==> src/tmr_pkg.sv <==
package tmr_pkg;

  localparam int TIMER_COUNT   = 4;
  localparam int FRACTION_BITS = 10;
  localparam int UNIT_BITS     = FRACTION_BITS + 1;
  localparam int COUNT_BITS    = 16;
  localparam int IRQ_BITS      = 4;
  localparam int STEP_BITS     = UNIT_BITS + 1;
  localparam int SUM_BITS      = COUNT_BITS + UNIT_BITS + 1;
  localparam int CTRL_BITS     = 5;

  localparam logic [COUNT_BITS-1:0] COUNT_MAX = '1;

  // control register layout
  localparam int CB_ENABLE  = 4;
  localparam int CB_IRQ     = 3;
  localparam int CB_CASCADE = 2;

  // control byte layout on the bus
  localparam int WD_ENABLE = 7;
  localparam int WD_IRQ    = 6;

  typedef enum logic [1:0] {
    OP_TICK      = 2'd0,
    OP_WR_RELOAD = 2'd1,
    OP_WR_CTRL   = 2'd2,
    OP_RD_COUNT  = 2'd3
  } tmr_op_t;

  typedef struct packed {
    tmr_op_t     operation;
    logic [1:0]  timer_index;
    logic [15:0] write_data;
  } tmr_in_t;

  typedef struct packed {
    logic [15:0] read_value;
    logic [3:0]  irq_flags;
  } tmr_out_t;

  // broadcast to every channel
  typedef struct packed {
    logic                  tick;
    logic                  wr_reload;
    logic                  wr_ctrl;
    logic                  half_rate;
    logic [COUNT_BITS-1:0] data;
  } tmr_cmd_t;

  typedef struct packed {
    logic [COUNT_BITS-1:0] count;
    logic                  ovf;
    logic                  irq;
  } tmr_stat_t;

  // prescale code to step shift; log2 of ticks per count at full rate is 10 minus it
  function automatic logic [3:0] scale_shift(input logic [1:0] code);
    logic [3:0] s;
    unique case (code)
      2'd0:    s = 4'd10;
      2'd1:    s = 4'd4;
      2'd2:    s = 4'd2;
      default: s = 4'd0;
    endcase
    return s;
  endfunction

endpackage

==> src/tmr_channel.sv <==
module tmr_channel (
  input  logic               clk,
  input  logic               rst_n,
  input  tmr_pkg::tmr_cmd_t  cmd,
  input  logic               sel,
  input  logic               casc_in,
  output tmr_pkg::tmr_stat_t stat
);
  import tmr_pkg::*;

  logic [COUNT_BITS-1:0] count_r, count_nxt;
  logic [UNIT_BITS-1:0]  frac_r, frac_nxt;
  logic [COUNT_BITS-1:0] reload_r, reload_nxt;
  logic [CTRL_BITS-1:0]  ctrl_r, ctrl_nxt;

  logic                 en, irq_en, casc;
  logic [3:0]           shift;
  logic [STEP_BITS-1:0] step;
  logic [SUM_BITS-1:0]  sum;
  logic                 ticking, casc_hit, at_max, ovf;

  assign en     = ctrl_r[CB_ENABLE];
  assign irq_en = ctrl_r[CB_IRQ];
  assign casc   = ctrl_r[CB_CASCADE];
  assign shift  = scale_shift(ctrl_r[1:0]);

  // step in 1/2048 count units, halved at half rate
  assign step = (STEP_BITS'(1) << (shift + 4'd1)) >> cmd.half_rate;
  assign sum  = {1'b0, count_r, frac_r} + SUM_BITS'(step);

  assign ticking  = cmd.tick & en & ~casc;
  assign casc_hit = cmd.tick & en & casc & casc_in;
  assign at_max   = (count_r == COUNT_MAX);
  assign ovf      = (ticking & sum[SUM_BITS-1]) | (casc_hit & at_max);

  assign stat.count = count_r;
  assign stat.ovf   = ovf;
  assign stat.irq   = ovf & irq_en;

  always_comb begin
    count_nxt  = count_r;
    frac_nxt   = frac_r;
    reload_nxt = reload_r;
    ctrl_nxt   = ctrl_r;
    if (ticking) begin
      // on wrap the excess stays in the fraction
      frac_nxt  = sum[UNIT_BITS-1:0];
      count_nxt = sum[SUM_BITS-1] ? reload_r : sum[SUM_BITS-2:UNIT_BITS];
    end else if (casc_hit) begin
      if (at_max) begin
        count_nxt = reload_r;
        frac_nxt  = '0;
      end else begin
        count_nxt = count_r + COUNT_BITS'(1);
      end
    end
    if (sel && cmd.wr_reload) begin
      reload_nxt = cmd.data;
    end
    if (sel && cmd.wr_ctrl) begin
      if (!en && cmd.data[WD_ENABLE]) begin
        count_nxt = reload_r;
        frac_nxt  = '0;
      end
      ctrl_nxt = {cmd.data[WD_ENABLE], cmd.data[WD_IRQ], cmd.data[2:0]};
    end
  end

  always_ff @(posedge clk) begin
    if (!rst_n) begin
      count_r  <= '0;
      frac_r   <= '0;
      reload_r <= '0;
      ctrl_r   <= '0;
    end else begin
      count_r  <= count_nxt;
      frac_r   <= frac_nxt;
      reload_r <= reload_nxt;
      ctrl_r   <= ctrl_nxt;
    end
  end

endmodule

==> src/four_channel_cascading_timer_core.sv <==
// Four 16-bit up-counting timers with prescaler and cascade.
// Input channel (in_valid/in_ready/in_data): one transaction is a tick,
// a reload write, a control write or a counter read for one timer.
// Result channel (out_valid/out_ready/out_data): exactly one result per
// input transaction, in order: the read count (zero unless a read) and
// the IRQ flags raised by this transaction's tick.
// cfg_write_en/cfg_write_data set the half-rate bit; write it only while
// the block holds no transaction.
// An accepted transaction is held in the input register, then processed
// into the output register, where out_valid rises and the result waits
// until out_ready takes it. Throughput is one transaction per cycle while
// out_ready stays high, set by the timer update including the cascade
// ripple across all four channels, which is combinational.
// When the receiver stalls, the result waits in the output register and
// the input register still takes one more transaction; in_ready then
// drops until out_ready returns.
// Reset (rst_n, synchronous) clears all counters, reloads and controls,
// so every timer starts disabled, and empties both registers.
module four_channel_cascading_timer_core (
  input  logic              clk,
  input  logic              rst_n,
  input  logic              in_valid,
  output logic              in_ready,
  input  tmr_pkg::tmr_in_t  in_data,
  output logic              out_valid,
  input  logic              out_ready,
  output tmr_pkg::tmr_out_t out_data,
  input  logic              cfg_write_en,
  input  logic              cfg_write_data
);
  import tmr_pkg::*;

  logic     in_valid_r;
  tmr_in_t  in_data_r;
  logic     out_valid_r;
  tmr_out_t out_data_r, out_data_nxt;
  logic     half_rate_r;
  logic     advance;

  tmr_cmd_t                     cmd;
  tmr_stat_t [TIMER_COUNT-1:0]  stat;
  logic      [TIMER_COUNT-1:0]  sel;
  logic      [TIMER_COUNT-1:0]  casc_in;

  assign advance  = in_valid_r & (~out_valid_r | out_ready);
  assign in_ready = ~in_valid_r | advance;

  always_comb begin
    cmd.tick      = advance & (in_data_r.operation == OP_TICK);
    cmd.wr_reload = advance & (in_data_r.operation == OP_WR_RELOAD);
    cmd.wr_ctrl   = advance & (in_data_r.operation == OP_WR_CTRL);
    cmd.half_rate = half_rate_r;
    cmd.data      = in_data_r.write_data;
    for (int i = 0; i < TIMER_COUNT; i++) begin
      sel[i] = (32'(in_data_r.timer_index) == i);
    end
  end

  // cascade ripple: each timer above timer 0 sees the overflow of the one below it
  assign casc_in[0] = 1'b0;
  for (genvar g = 1; g < TIMER_COUNT; g++) begin : g_chain
    assign casc_in[g] = stat[g-1].ovf;
  end

  for (genvar g = 0; g < TIMER_COUNT; g++) begin : g_tmr
    tmr_channel u_channel (
      .clk     (clk),
      .rst_n   (rst_n),
      .cmd     (cmd),
      .sel     (sel[g]),
      .casc_in (casc_in[g]),
      .stat    (stat[g])
    );
  end

  always_comb begin
    out_data_nxt = '0;
    if (in_data_r.operation == OP_RD_COUNT) begin
      for (int i = 0; i < TIMER_COUNT; i++) begin
        if (sel[i]) begin
          out_data_nxt.read_value = stat[i].count;
        end
      end
    end
    // only the low four timers are visible in the flags
    for (int i = 0; i < TIMER_COUNT; i++) begin
      if (i < IRQ_BITS) begin
        out_data_nxt.irq_flags[i[1:0]] = stat[i].irq;
      end
    end
  end

  always_ff @(posedge clk) begin
    if (!rst_n) begin
      in_valid_r  <= 1'b0;
      out_valid_r <= 1'b0;
      half_rate_r <= 1'b0;
    end else begin
      if (in_ready) begin
        in_valid_r <= in_valid;
      end
      if (advance) begin
        out_valid_r <= 1'b1;
      end else if (out_ready) begin
        out_valid_r <= 1'b0;
      end
      if (cfg_write_en) begin
        half_rate_r <= cfg_write_data;
      end
    end
  end

  always_ff @(posedge clk) begin
    if (in_ready && in_valid) begin
      in_data_r <= in_data;
    end
    if (advance) begin
      out_data_r <= out_data_nxt;
    end
  end

  assign out_valid = out_valid_r;
  assign out_data  = out_data_r;

endmodule
==> config.mk <==
export PLATFORM = sky130hd
export DESIGN_NAME = four_channel_cascading_timer_core
export DESIGN_NICKNAME = d
export VERILOG_FILES = /design/src/tmr_pkg.sv /design/src/tmr_channel.sv /design/src/four_channel_cascading_timer_core.sv
export SDC_FILE = /design/constraint.sdc
export NUM_CORES = 1
export LEC_CHECK = 0
export BUFFER_PORTS_ARGS = -buffer_cell sky130_fd_sc_hd__buf_2
export CAP_MARGIN = 20
export CORE_UTILIZATION = 50
export CTS_BUF_LIST = sky130_fd_sc_hd__clkbuf_2 sky130_fd_sc_hd__clkbuf_4 sky130_fd_sc_hd__clkbuf_8
export CTS_CLUSTER_SIZE = 24
export DETAILED_ROUTE_END_ITERATION = 16
export PLACE_DENSITY = 0.76
export RECOVER_POWER = 25
export SKIP_LAST_GASP = 1
export SLEW_MARGIN = 40
export SYNTH_ARGS = -nofsm -noshare
export SYNTH_HDL_FRONTEND = slang
export SYNTH_HIERARCHICAL = 1
export SYNTH_SLANG_ARGS = --single-unit
==> constraint.sdc <==
create_clock -name clk -period 16.7 [get_ports clk]
set_input_delay 0.835 -clock clk [delete_from_list [all_inputs] [get_ports clk]]
set_output_delay 0.835 -clock clk [all_outputs]
set_load 0.02 [all_outputs]
After elaboration in Yosys (flattened, before gate mapping). Cells that the tools add are included.

Reduce and logical (&&, ||, !) cells: 24. Multiplexer cells: 50. Equality and inequality tests: 17. Shift-type cells: 8. Bitwise logic cells: 40. Add/subtract/negate cells: 11.

Operator list (number): $mux 16 (26); $mux 11 (18); $add 27x12->28 (4); $add 16x1->16 const B (3); $eq 16x16->1 const B (3); $pmux 4 s3 (4); $shl 1x4->12 const A (4); $shr 12x1->12 (4); $and 1x1->1 (29); $add 4x1->4 const B (4); $eq 2x2->1 const B (8); $logic_and 1x1->1 (13); $eq 2x1->1 const B (6); $logic_not 2->1 (6); $not 1->1 (6); $or 1x1->1 (5); $logic_not 1->1 (4); $mux 1 (2); $reduce_bool 2->1 (1).

Logic and storage cells: 174. Input bits: 26. Output and inout bits: 22. Bits in registers: 235.

Logic depth before layout (Yosys ltp).
Depth in word-level cells: 18. Depth in mapped cells: 28. Mapped depth without buffers: 22.

Hierarchy. Netlist, hierarchy kept.

By module, submodules not included: tmr_channel at g_tmr[0].u_channel ... (cells an instance 444, area each 3335.7 µm², seq. area each 960.9 µm², instances 2); tmr_channel at g_tmr[1].u_channel (cells an instance 444, area each 3490.8 µm², seq. area each 960.9 µm², instances 1); tmr_channel at g_tmr[3].u_channel (cells an instance 441, area each 3251.9 µm², seq. area each 960.9 µm², instances 1); four_channel_cascading_timer_core (cells an instance 116, area each 1978.1 µm², seq. area each 1261.2 µm², instances 1).

Worst setup path after synthesis. OpenSTA, ideal clock, no wires.

Path type: input to register. Start point: input port out_ready. End point: register g_tmr[3].u_channel.count_r[12]. Library setup time: 120 ps. Setup slack: 11022 ps. Path buffers: 6. Cell stages on the path: 25. Data arrival time: 5559 ps. Required time: 16580 ps. Cell sequence: nor2b_1 nor4b_1 nand2_1 or2_2 buf_2 a21oi_2 nand2_1 nand2_1 buf_4 and4_1 buf_4 nand2_2 nand2b_1 buf_4 and4_1 clkbuf_1 nand2_1 nand2_1 buf_4 nand4_2 or2_2 or2_2 o21ai_0 a21boi_0 o31a_1.

RTL lines: start, declared (line four_channel_cascading_timer_core.sv:26) `input logic out_ready,`; end signal, assigned (line tmr_channel.sv:76) `count_r <= count_nxt;`; end, declared (line tmr_channel.sv:11) `logic [COUNT_BITS-1:0] count_r, count_nxt;`.

Worst setup path in the final report.
Start point: register half_rate_r. End point: register g_tmr[3].u_channel.count_r[5].

Longest elaborated chain between the ends: 14. Elaborated cells between the ends (all ways): 23. Those cells by class: add/sub: 4; shift: 4; mux: 5; bitwise: 10.

Ends and longest elaborated chain: start, declared (line four_channel_cascading_timer_core.sv:37) `logic half_rate_r;`; start signal, assigned (line four_channel_cascading_timer_core.sv:108) `half_rate_r <= cfg_write_data;`; $shr 12x1->12 (*) (line tmr_channel.sv:28) `assign step = (STEP_BITS'(1) << (shift + 4'd1)) >> cmd.half_rate;`; $add 27x12->28 (*) (line tmr_channel.sv:29) `assign sum = {1'b0, count_r, frac_r} + SUM_BITS'(step);`; $and 1x1->1 (*) (line tmr_channel.sv:34) `assign ovf = (ticking & sum[SUM_BITS-1]) | (casc_hit & at_max);`; via casc_in[1] (line four_channel_cascading_timer_core.sv:43) `logic [TIMER_COUNT-1:0] casc_in;`; $and 1x1->1 (*) (line tmr_channel.sv:32) `assign casc_hit = cmd.tick & en & casc & casc_in;`; $and 1x1->1 (*) (line tmr_channel.sv:34); $or 1x1->1 (*) (line tmr_channel.sv:34); via casc_in[2] (line four_channel_cascading_timer_core.sv:43); $and 1x1->1 (*) (line tmr_channel.sv:32); $and 1x1->1 (*) (line tmr_channel.sv:34); $or 1x1->1 (*) (line tmr_channel.sv:34); via casc_in[3] (line four_channel_cascading_timer_core.sv:43); $and 1x1->1 (*) (line tmr_channel.sv:32); $mux 16 (*) (line tmr_channel.sv:49) `end else if (casc_hit) begin`; $mux 16 (*) (line tmr_channel.sv:45) `if (ticking) begin`; $mux 16 (line tmr_channel.sv:61) `if (!en && cmd.data[WD_ENABLE]) begin`; $mux 16 (*) (line tmr_channel.sv:60) `if (sel && cmd.wr_ctrl) begin`.

The timed path passes the listed nets; every way through them passes the cells marked *. A chain may end at the register's enable or synchronous reset.

==> impl_metrics.yaml <==
drt:
  wl_per_cell_um: 20.6
  drt_iter0_drc: 1745
  ant_nets: 0
  firstDrtPassIters: 8
  num_vias: 15000
  detail_route.drc_violations: 0
  vias_per_cell: 6.45
  totalWireLength_um: 47900
finish:
  final_common_cell: "nand2_1"
  nNetsFinal: 1982
  syn_to_final_growth_pct: 7.28
  final_area_mm2: 0.0165
  final_util: 0.551
  fin_cells: 2322
  drive_gt1_frac: 0.111
  antenna_cells: 0
  num-fill-cells: 2827
  multiInputGateArea_mm2: 0.00959
  final_cell_mix: "282 x nand2_1, 195 x dfxtp_1, 191 x a21oi_1"
  seq_area_mm2: 0.00510
cts:
  clock_path_buffers: 3
  cts-root-buf: "clkbuf_8"
  tritoncts: "built"
  insertion_delay_ns: 0.57
  cts.sinks: 235
  post_cts_buffers: 0
  cts_hold_buf: 0
  clk_pin_slew_ns: 0.06
  h-tree-depth: 2
  cts.repair.resized: 0
  cts_inserted_buffers: 42
grt:
  grt_max_degree: 43
  grt_overflow_total: 0
  grt_pass1_vias: 13900
  grt_usage: 0.302
  grt_pass1_wl_um: 75100
  antenna_found_initial: 1
place:
  placed_area_mm2: 0.0157
  portBuffers: 47
  hpwl_um: 33300
  gp_congestion: 0.961
  placed_cells: 2246
synth:
  synth_area_per_cell_um2: 8.15
  synth_warnings: 6
  syn-instance-count: 1888
  synth_area_mm2: 0.0154
critical_path:
  setup.worst_path.start: "half_rate_r"
  reg2regPathDepth: 23
  r2r-start: "half_rate_r"
  worst-setup-path-type: "flip-flop to flip-flop"
  cp.arrival_ns: 6.46
  required_ns: 17.18
  end_kind: "flip-flop"
  worstSetupStartpointType: "flip-flop"
  critical-path-max-stage-delay_ns: 0.64
  critPathMaxFanout: 32
  cp_slowest_cell: "nor2_1"
  cp_common_cell: "nand2_1"
  path_cells: "buf_4 > nand3b_1 > inv_1 > ha_1 > a211oi_1 > o211ai_1 > nand3_1 > a21oi_2 > nand2_1 > nand2_1 > and4_1 > nand2_2 > nand2b_1 > and4_1 > nand2_1 > nand2_1 > nand2_1 > nor2_1 > nand3_1 > nor3_1 > a31oi_1 > or4_1 > o211ai_1"
sta:
  finClkSkew_ns: 0.0255
  slew_headroom: -0.715
  tns_ns: 0
  final_max_slew_viol_count: 101
  worstMarginPinSlew_ns: 2.57
  min_period_ns: 5.98
  fmax_mhz: 167
  period_share: 0.358
  rsz0062_at_grt: "no"
  setup_violations: 0
  hold_violations: 0
floorplan:
  die_w_um: 177
  initial_utilization: 0.514
  rows: 63
  dieArea_mm2: 0.0315
  core_area_mm2: 0.0300
  die_h_um: 177
  ioPinCount: 48
power_and_ir_drop:
  p_leak_nw: 5.89
  power.density_mw_per_mm2: 73.5
  ir_worst_vdd_v: 0.0000543
worst_hold_path:
  min_path_cells: 1
  worstHoldStart: "in_data[8]"
  hp-class: "primary input to flip-flop"
run_status:
  violations: "max-capacitance violations, max-slew violations"
  outcome: "complete, but fails checks"
run:
  maxCapViolations: 3
-- report_power, final --
part	internal [mW]	leakage [nW]	total, mW	switching, mW
Sequential	0.583	1.96	0.596	0.0125
Clock	0.299	0.449	0.562	0.263
Combinational	0.0167	3.48	0.0548	0.0381
-- worst paths after layout --
check                              endpoint  slack (ns)
max           g_tmr[3].u_channel/count_r[5]       10.72
min                                  cmd[8]        0.45
max reg2reg   g_tmr[3].u_channel/count_r[5]       10.72
min reg2reg  g_tmr[1].u_channel/reload_r[2]        0.45
-- cell type report --
cell class,count,area share
timing repair buffer,56,0.0175
multi-input combinational,1517,0.581
clock inverter,20,0.00804
sequential,235,0.309
clock buffer,56,0.0437
inverter,48,0.0109
tap,390,0.0296
-- state kept, by name (all words and copies together), names as in the netlist --
name and cells:
g_tmr.u_channel/reload_r 64, in_data_r 4, out_valid 1, in_valid_r 1
g_tmr.u_channel/count_r 64, cmd 16, g_tmr.u_channel/ctrl_r 20, half_rate_r 1
out_data 20, g_tmr.u_channel/frac_r 44
-- critical path, delay by kind of cell (launching register included) --
kind / cells / cell delay (ns)
adder cells (fa/ha/maj): 1 / 0.28
AND/OR/NAND/NOR: 15 / 3.95
buffers and inverters: 2 / 0.42
AO/OA/AOI/OAI: 5 / 0.88
flip-flops: 1 / 0.33
-- stage by stage --
step | hold slack [ns] | setup WS, ns | total power, mW
floorplan | 0.425 | 11.02 | 0.639
global placement | 0.440 | 11.01 | 0.660
detailed placement | 0.445 | 10.76 | 0.661
CTS | 0.427 | 10.89 | 1.22
global route | 0.432 | 10.33 | 1.25
finish | 0.450 | 10.72 | 1.21
-- per-layer routing --
layer	part of all wire	wire length [µm]	track usage	up-vias
met5	0	0	0	-
met4	0.043	2060	0.146	0
met3	0.095	4540	0.0538	153
met2	0.45	21500	0.482	813
met1	0.41	19800	0.392	7045
li1	-	-	-	6973
Power figures use the tool's default switching activity.
